--- src/hdl/analog_dial_digit_reader_assert.svh ---
// Assertion macros for the analog dial digit reader.
// Needs clk and rst in the scope of the module that includes it.
`ifndef ANALOG_DIAL_DIGIT_READER_ASSERT_SVH
`define ANALOG_DIAL_DIGIT_READER_ASSERT_SVH

// Same-cycle implication, checked outside reset.
`define ADR_ASSERT_NOW(label, ante, cons, msg) \
  label: assert property (@(posedge clk) disable iff (rst) (ante) |-> (cons)) \
    else $error(msg);

// Next-cycle implication, checked outside reset.
`define ADR_ASSERT_NEXT(label, ante, cons, msg) \
  label: assert property (@(posedge clk) disable iff (rst) (ante) |=> (cons)) \
    else $error(msg);

`endif

--- src/hdl/adr_pkg.sv ---
// Shared types, constants and the CORDIC angle table of the dial digit reader.
// No dependencies.
package adr_pkg;

  localparam int CORDIC_STEPS = 16;
  localparam int ANGLE_BITS   = 16;
  localparam int TABLE_LEN    = 24;
  localparam int NUM_CELLS    = (CORDIC_STEPS < TABLE_LEN) ? CORDIC_STEPS : TABLE_LEN;
  localparam int XW           = 26;   // datapath width of the CORDIC vector
  localparam int SHW          = 5;    // bits of a cell's shift amount
  localparam int T10W         = ANGLE_BITS + 4;

  typedef struct packed {
    logic signed [15:0] sin_part;
    logic signed [15:0] cos_part;
    logic               first_dial;
    logic [3:0]         meter_id;
  } adr_in_t;

  typedef struct packed {
    logic [3:0] digit;
    logic       is_tenths;
    logic [3:0] meter_out;
    logic       last_of_run;
  } adr_out_t;

  typedef struct packed {
    logic                 valid;
    logic                 zero;
    logic                 first;
    logic [3:0]           meter;
    logic signed [XW-1:0] x;
    logic signed [XW-1:0] y;
    logic [31:0]          z;
  } adr_cell_t;

  typedef struct packed {
    logic            valid;
    logic            first;
    logic [3:0]      meter;
    logic [T10W-1:0] t10;
  } adr_tail_t;

  // atan(2^-i) as a fraction of a turn, scaled by 2^32.
  function automatic logic [31:0] turn_angle(input logic [SHW-1:0] idx);
    logic [31:0] a;
    case (idx)
      5'd0:  a = 32'h20000000;
      5'd1:  a = 32'h12E4051E;
      5'd2:  a = 32'h09FB385B;
      5'd3:  a = 32'h051111D4;
      5'd4:  a = 32'h028B0D43;
      5'd5:  a = 32'h0145D7E1;
      5'd6:  a = 32'h00A2F61E;
      5'd7:  a = 32'h00517C55;
      5'd8:  a = 32'h0028BE53;
      5'd9:  a = 32'h00145F2F;
      5'd10: a = 32'h000A2F98;
      5'd11: a = 32'h000517CC;
      5'd12: a = 32'h00028BE6;
      5'd13: a = 32'h000145F3;
      5'd14: a = 32'h0000A2F9;
      5'd15: a = 32'h0000517C;
      5'd16: a = 32'h000028BE;
      5'd17: a = 32'h0000145F;
      5'd18: a = 32'h00000A2F;
      5'd19: a = 32'h00000517;
      5'd20: a = 32'h0000028B;
      5'd21: a = 32'h00000145;
      5'd22: a = 32'h000000A2;
      5'd23: a = 32'h00000051;
      default: a = 32'h00000000;
    endcase
    return a;
  endfunction

endpackage

--- src/hdl/adr_cell.sv ---
// One vectoring CORDIC step of the dial digit reader, registered.
// Depends on adr_pkg.
module adr_cell (
  input  logic                      clk,
  input  logic                      rst,
  input  logic                      advance,
  input  logic [adr_pkg::SHW-1:0]   shift,
  input  logic [31:0]               angle,
  input  adr_pkg::adr_cell_t        cell_in,
  output adr_pkg::adr_cell_t        cell_out
);
  import adr_pkg::*;

  logic signed [XW-1:0] xs;
  logic signed [XW-1:0] ys;
  adr_cell_t            step;

  always_comb begin
    xs   = $signed(cell_in.x) >>> shift;
    ys   = $signed(cell_in.y) >>> shift;
    step = cell_in;
    // rotate toward the x axis
    if ($signed(cell_in.y) > $signed(XW'(0))) begin
      step.x = cell_in.x + ys;
      step.y = cell_in.y - xs;
      step.z = cell_in.z + angle;
    end else begin
      step.x = cell_in.x - ys;
      step.y = cell_in.y + xs;
      step.z = cell_in.z - angle;
    end
  end

  always_ff @(posedge clk) begin
    if (rst) begin
      cell_out.valid <= 1'b0;
    end else if (advance) begin
      cell_out.valid <= cell_in.valid;
    end
  end

  always_ff @(posedge clk) begin
    if (advance) begin
      cell_out.zero  <= step.zero;
      cell_out.first <= step.first;
      cell_out.meter <= step.meter;
      cell_out.x     <= step.x;
      cell_out.y     <= step.y;
      cell_out.z     <= step.z;
    end
  end

endmodule

--- src/hdl/adr_emit.sv ---
// Digit decision, previous-digit state and two-word output buffer.
// Depends on adr_pkg.
module adr_emit (
  input  logic               clk,
  input  logic               rst,
  input  logic               load,
  input  adr_pkg::adr_tail_t tail,
  input  logic               ext,
  output logic               free,
  output logic               out_valid,
  input  logic               out_ready,
  output adr_pkg::adr_out_t  out_data
);
  import adr_pkg::*;

  logic [3:0]      previous_digit;
  logic [1:0]      cnt;
  adr_out_t        res0;
  adr_out_t        res1;

  logic [3:0]      whole;
  logic [T10W-1:0] frac_x10;
  logic [3:0]      tenths;
  logic [T10W-1:0] rnd_sum;
  logic [3:0]      rounded;
  logic            corr;
  logic [3:0]      fixed;

  always_comb begin
    whole    = tail.t10[T10W-1:ANGLE_BITS];
    frac_x10 = T10W'(tail.t10[ANGLE_BITS-1:0]) * T10W'(10);
    tenths   = frac_x10[T10W-1:ANGLE_BITS];
    rnd_sum  = tail.t10 + (T10W'(1) << (ANGLE_BITS - 1));
    rounded  = rnd_sum[T10W-1:ANGLE_BITS];
    // not yet past the previous digit: correct one down
    if (tenths >= 4'd5) begin
      corr = {1'b0, tenths} < ({1'b0, previous_digit} + 5'd5);
    end else begin
      corr = ({1'b0, tenths} + 5'd5) < {1'b0, previous_digit};
    end
    if (corr) begin
      fixed = (rounded == 4'd0) ? 4'd9 : rounded - 4'd1;
    end else begin
      fixed = (rounded == 4'd10) ? 4'd0 : rounded;
    end
  end

  assign free      = (cnt == 2'd0);
  assign out_valid = (cnt != 2'd0);
  assign out_data  = res0;

  always_ff @(posedge clk) begin
    if (rst) begin
      cnt            <= 2'd0;
      previous_digit <= 4'd0;
    end else if (load) begin
      if (tail.first) begin
        previous_digit <= whole;
        cnt            <= ext ? 2'd2 : 2'd1;
      end else begin
        previous_digit <= fixed;
        cnt            <= 2'd1;
      end
    end else if (out_valid && out_ready) begin
      cnt <= cnt - 2'd1;
    end
  end

  always_ff @(posedge clk) begin
    if (load) begin
      res1 <= '{digit: tenths, is_tenths: 1'b1, meter_out: tail.meter, last_of_run: 1'b1};
      if (tail.first) begin
        res0 <= '{digit: whole, is_tenths: 1'b0, meter_out: tail.meter,
                  last_of_run: !ext};
      end else begin
        res0 <= '{digit: fixed, is_tenths: 1'b0, meter_out: tail.meter,
                  last_of_run: 1'b1};
      end
    end else if (out_valid && out_ready) begin
      res0 <= res1;
    end
  end

endmodule

--- src/hdl/analog_dial_digit_reader.sv ---
// Top level of the analog dial digit reader: entry stage, CORDIC cell row,
// angle tail stage and digit emitter. Depends on adr_pkg, adr_cell, adr_emit.
//
//   channel  | signals                         | word
//   ---------+---------------------------------+-----------------------------
//   input    | in_valid, in_ready, in_data     | adr_in_t, one dial
//   output   | out_valid, out_ready, out_data  | adr_out_t, one or two digits
//   config   | wr_en, wr_data                  | extended_resolution bit
//
// One dial word at a time walks the row of NUM_CELLS CORDIC cells; the
// input takes a new word once the entry stage, every cell and the tail are
// empty, so it takes no new dial until the last one has left the tail.
// A stalled output holds the whole row in place.
// Reset is synchronous and clears the valid bits, the output count and the
// previous digit; extended_resolution resets to 0.
module analog_dial_digit_reader (
  input  logic             clk,
  input  logic             rst,
  input  logic             in_valid,
  output logic             in_ready,
  input  adr_pkg::adr_in_t in_data,
  output logic             out_valid,
  input  logic             out_ready,
  output adr_pkg::adr_out_t out_data,
  input  logic             wr_en,
  input  logic             wr_data
);
  import adr_pkg::*;

  `include "analog_dial_digit_reader_assert.svh"

  logic              ext;
  logic              advance;
  logic              busy;
  logic              accept;
  logic              emit_free;
  logic              emit_load;
  adr_cell_t         chain [NUM_CELLS+1];   // chain[0] is the entry stage
  adr_tail_t         tail;
  logic [NUM_CELLS:0] chain_valid;

  // Entry operands: scale by 2^8, turn by half a turn when cos is negative.
  logic signed [XW-1:0] x0;
  logic signed [XW-1:0] y0;
  logic                 flip;

  // Tail operands: round the angle to ANGLE_BITS bits and scale by ten.
  logic [31:0]           z_rnd;
  logic [ANGLE_BITS-1:0] t;
  logic [T10W-1:0]       t10;

  // Hold the mode bit; the user must write it only while idle, which the block does not enforce.
  always_ff @(posedge clk) begin
    if (rst) begin
      ext <= 1'b0;
    end else if (wr_en) begin
      ext <= wr_data;
    end
  end

  always_comb begin
    for (int k = 0; k <= NUM_CELLS; k++) begin
      chain_valid[k] = chain[k].valid;
    end
  end

  assign busy      = (|chain_valid) | tail.valid;
  assign in_ready  = !busy;
  assign accept    = in_valid && in_ready;
  // Stall the row only when the tail holds a dial the emitter cannot take.
  assign emit_load = tail.valid && emit_free;
  assign advance   = !tail.valid || emit_free;

  always_comb begin
    flip = in_data.cos_part[15];
    x0   = {{(XW-24){in_data.cos_part[15]}}, in_data.cos_part, 8'd0};
    y0   = {{(XW-24){in_data.sin_part[15]}}, in_data.sin_part, 8'd0};
    if (flip) begin
      x0 = -x0;
      y0 = -y0;
    end
  end

  // Entry stage: load on accept, drop into the first cell on advance.
  always_ff @(posedge clk) begin
    if (rst) begin
      chain[0].valid <= 1'b0;
    end else if (accept) begin
      chain[0].valid <= 1'b1;
    end else if (advance) begin
      chain[0].valid <= 1'b0;
    end
  end

  always_ff @(posedge clk) begin
    if (accept) begin
      chain[0].zero  <= (in_data.sin_part == 16'sd0) && (in_data.cos_part == 16'sd0);
      chain[0].first <= in_data.first_dial;
      chain[0].meter <= in_data.meter_id;
      chain[0].x     <= x0;
      chain[0].y     <= y0;
      chain[0].z     <= flip ? 32'h8000_0000 : 32'h0000_0000;
    end
  end

  // Row of CORDIC cells, one step each.
  for (genvar i = 0; i < NUM_CELLS; i++) begin : g_cell
    adr_cell u_cell (
      .clk      (clk),
      .rst      (rst),
      .advance  (advance),
      .shift    (SHW'(i)),
      .angle    (turn_angle(SHW'(i))),
      .cell_in  (chain[i]),
      .cell_out (chain[i+1])
    );
  end

  always_comb begin
    z_rnd = chain[NUM_CELLS].z + (32'd1 << (31 - ANGLE_BITS));
    t     = chain[NUM_CELLS].zero ? '0 : z_rnd[31:32-ANGLE_BITS];
    t10   = (T10W'(t) << 3) + (T10W'(t) << 1);
  end

  // Tail stage: advance with the row, clear once the emitter takes it.
  always_ff @(posedge clk) begin
    if (rst) begin
      tail.valid <= 1'b0;
    end else if (advance) begin
      tail.valid <= chain[NUM_CELLS].valid;
    end
  end

  always_ff @(posedge clk) begin
    if (advance) begin
      tail.first <= chain[NUM_CELLS].first;
      tail.meter <= chain[NUM_CELLS].meter;
      tail.t10   <= t10;
    end
  end

  adr_emit u_emit (
    .clk       (clk),
    .rst       (rst),
    .load      (emit_load),
    .tail      (tail),
    .ext       (ext),
    .free      (emit_free),
    .out_valid (out_valid),
    .out_ready (out_ready),
    .out_data  (out_data)
  );

  // Only one dial may travel the row at a time.
  `ADR_ASSERT_NOW(a_one_in_row, 1'b1, $countones({chain_valid, tail.valid}) <= 1,
    "more than one dial in the cell row")
  // An accepted word shows up in the entry stage.
  `ADR_ASSERT_NEXT(a_accept_enters, accept, chain[0].valid && busy,
    "accepted dial did not enter the row")
  // Digits stay decimal.
  `ADR_ASSERT_NOW(a_digit_range, out_valid, out_data.digit <= 4'd9,
    "digit out of decimal range")
  // A tenths digit always closes its run.
  `ADR_ASSERT_NOW(a_tenths_last, out_valid && out_data.is_tenths, out_data.last_of_run,
    "tenths digit not marked last")

endmodule
--- config.mk ---
export PLATFORM = sky130hd
export DESIGN_NAME = analog_dial_digit_reader
export DESIGN_NICKNAME = d
export VERILOG_FILES = /design/src/hdl/adr_pkg.sv /design/src/hdl/adr_cell.sv /design/src/hdl/adr_emit.sv /design/src/hdl/analog_dial_digit_reader.sv
export VERILOG_INCLUDE_DIRS = /design/src /design/src/hdl
export SDC_FILE = /design/constraint.sdc
export NUM_CORES = 2
export LEC_CHECK = 0
export ABC_AREA = 0
export ABC_CLOCK_PERIOD_IN_PS = 43200
export BUFFER_PORTS_ARGS = -buffer_cell sky130_fd_sc_hd__buf_2
export CAP_MARGIN = 20
export CELL_PAD_IN_SITES_DETAIL_PLACEMENT = 2
export CELL_PAD_IN_SITES_GLOBAL_PLACEMENT = 2
export CORE_MARGIN = 2
export CORE_UTILIZATION = 40
export CTS_CLUSTER_SIZE = 14
export DETAILED_ROUTE_END_ITERATION = 8
export GPL_TIMING_DRIVEN = 0
export PLACE_DENSITY = 0.8
export SLEW_MARGIN = 20
export SYNTH_ARGS = -nofsm -noshare
export SYNTH_HDL_FRONTEND = slang
export SYNTH_SLANG_ARGS = --single-unit
--- constraint.sdc ---
create_clock -name clk -period 43.2 [get_ports clk]
set_input_delay 0 -clock clk [delete_from_list [all_inputs] [get_ports clk]]
set_output_delay 0 -clock clk [all_outputs]
set_load 0.01 [all_outputs]
==> run metrics <==
hold buffer count at cts=98; fin nets=11480; met2 wire len=175000 microns; RD Place Congestion=slightly below 0.9; Die H=503 microns; Detailed Route Iter0 Violations=3920; met1 wire length=approximately 130000 microns; Synth cell types=96; share of cells above drive strength 1=0.0474; standard-cell rows=183; most used cell along the critical path=o21ai_0; cell taking the most area after synthesis=edfxtp_1; cell with the most instances after synthesis=edfxtp_1; total negative setup slack=0 ns; fin crit share=0.203; wire length on met3=7970 microns; Worst slew margin=0.189; yosys warns=0; Worst Skew=~0.051 ns; Yosys reg bits=between 1000 and 1500; Via density=5.77; Post-Route WL=330000 microns; H-tree depth=4; Fin. Hold Viols=0; CTS sink count=1322; placed cell count=around 13000; max frequency=114 MHz; area grow syn2layout=12.1%; first-pass GRT wire length=a little over 500000 microns; Hold Path Depth=4; Post-synth top cells=1297 x edfxtp_1, 1158 x ha_1, 993 x xnor2_1, 899 x a21oi_1, 811 x nor2_1; Pins Over Slew Limit=0; Layout fillers=25841; dpl hpwl=254000 microns; clock-pin slew on the worst setup and hold paths=0.06 ns; worst path cell trace=inv_1 > ha_1 > nor3b_1 > nor3b_1 > nand3b_1 > nor4_1 > nand2_1 > nand2b_1 > clkbuf_1 > clkbuf_1 > nor2_1 > xnor2_1 > ha_1 > o21a_1 > o21ai_0 > a21boi_0 > o21ai_0 > a21oi_1 > o41ai_1 > o21ai_0 > and4_1 > a2111oi_0 > a21oi_1 > xnor2_1; CP Launch Point=g_cell[0].u_cell.cell_out[40]; final hold slack=0.0720 ns; RR Startpoint=g_cell[0].u_cell.cell_out[40]; post-CTS sizing=0; Hold WC Path Type=in -> reg; number of port buffers=54; CP Capture Point=g_cell[1].u_cell.cell_out[83]; highest routed layer=met5; Total GRT Usage=0.256; Post-CTS Setup Bufs=0; Worst Tran Pin Value=roughly 1.2 ns; Horiz. Die Dim=503 microns; CTS tree=yes; largest net degree at the start of global routing=40; CP required=43.78 ns; kind of critical path=reg -> reg; antenna violations before repair=4; Worst setup EP type=flop; mean post-synth cell area=10.1 sq um; most common flop cell mapped by yosys=edfxtp_1; Register Area=0.0394 sq mm; Placeable Area=~0.25 sq mm; full die area=0.253 sq mm; Max Cap Viol=0; Critical-path top delay cell=clkbuf_1; RSZ-0062 raised after global routing=false; Clock Root Buffer=clkbuf_16; area of the mapped netlist=0.0994 sq mm; final setup vio count=0; run status=finished clean; minimum clock period=8.75 ns; CTS Buffer Depth=3; vias=79200; Reg2Reg Depth=24; grt ovf=0; WL/cell=24.0 microns; vias in the first global route=89044; Synth area leaders=edfxtp_1 39%, ha_1 15%, xnor2_1 8.7%; DRC viols=0; multi-input logic area=~0.058 sq mm; ANT nets after route=0; worst slack at placement=34.77 ns; Initial Utilization=0.401; insertion delay to the later sink of the worst-skew pair=0.86 ns; Reg-to-Reg End=g_cell[1].u_cell.cell_out[83]; number of synthesized flops with an enable pin=between 1000 and 1500; Non-Filler Instances=13715; DR pass1 iterations=5; Worst Path Arrival=9.33 ns; crit path max fanout=12; Ports=55; Async S/R FF share, synth=0; Synth top area share=0.392; CTS buffer count=162; register-to-register setup slack=between 30 and 40 ns; min setup slack post-route=about 34 ns; Startpoint Class=flop; sequential area share after synthesis=0.397; CP max stage delay=~0.94 ns; Gate Count Post-Synth=9872
-- worst max-delay path, delay by kind of cell, from the launching register on --
family          cells  cell delay, ns
buf+inv             3            1.57
xor+xnor            2            0.42
simple gates        8            2.67
fa+ha+maj           2            0.52
flops               1            0.52
compound gates      9            2.75
-- layout by cell type, fill, tap and decap left out, drive strengths merged, types with 82 or more instances in the layout --
| master | instances |
|---|---|
| nand3 | 189 |
| nor2b | 132 |
| inv | 453 |
| o21ai | 516 |
| a21oi | 900 |
| edfxtp | 1297 |
| o21bai | 135 |
| nor3 | 206 |
| nand2b | 132 |
| nor2 | 811 |
| a21o | 393 |
| o21a | 136 |
| xnor2 | 993 |
| nand2 | 605 |
| or3 | 86 |
| and3 | 85 |
| ha | 1158 |
| xor2 | 434 |
| o31ai | 130 |
| buf | 126 |
| dlygate4sd3 | 98 |
| a31oi | 82 |
| clkbuf | 313 |
-- layer usage --
metal	GRT usage	vias up
met5	0	-
met4	0.0984	2
met3	0.0257	571
met2	0.486	1183
met1	0.292	40190
li1	-	37254
-- layout make-up --
type | instances | area share
clock buffers | 195 | 0.0381
inverters | 443 | 0.0150
clock inverters | 107 | 0.0101
repair buffers | 207 | 0.0215
well taps | 3330 | 0.0374
flip-flops and latches | 1322 | 0.354
plain buffers | 135 | 0.00504
diodes | 3 | 0.0000674
multi-input cells | 7973 | 0.519
-- state kept, by name, indices dropped and copies added (netlist names) --
name / cells
ext: 1
u_emit.cnt: 2
chain: 44
tail: 25
u_emit.previous_digit: 4
g_cell.u_cell.cell_out: 1228
u_emit.res1: 8
u_emit.out_data: 10
-- stage by stage --
step | util | instance area [sq um]
floorplan | - | 99400
global placement | 0.419 | 104000
detailed placement | 0.424 | 105000
CTS | 0.449 | 111000
global route | 0.449 | 111000
finish | 0.449 | 111000
-- worst min-delay path by stage --
| stage | from | endpoint | slack, ns |
|---|---|---|---|
| floorplan | rst | g_cell[14].u_cell.cell_out[90] | 0.07 |
| global placement | in_data[1] | chain[1541] | 0.18 |
| detailed placement | in_data[0] | chain[1540] | 0.18 |
| CTS | in_data[19] | chain[1537] | 0.009 |
| global route | in_data[17] | chain[1534] | 0.07 |
| finish | in_data[22] | chain[1497] | 0.07 |
-- logic make-up (layout without fill, tap and decap cells) --
kind of cell / Yosys count / count (layout) / share of synthesized area
buffers and inverters: 578 / 1087 / 0.0221
other: 1 / 5 / 0.0000377
adder cells (fa/ha/maj): 1194 / 1194 / 0.153
flip-flops: 1322 / 1322 / 0.397
AND/OR/NAND/NOR: 2595 / 2595 / 0.126
XOR/XNOR: 1427 / 1427 / 0.126
AO/OA/AOI/OAI: 2723 / 2723 / 0.174
multiplexers: 32 / 32 / 0.00345
Power is left out: the tool's default activity adds up to more than one toggle a clock period on the data nets, which glitch-free logic cannot reach.
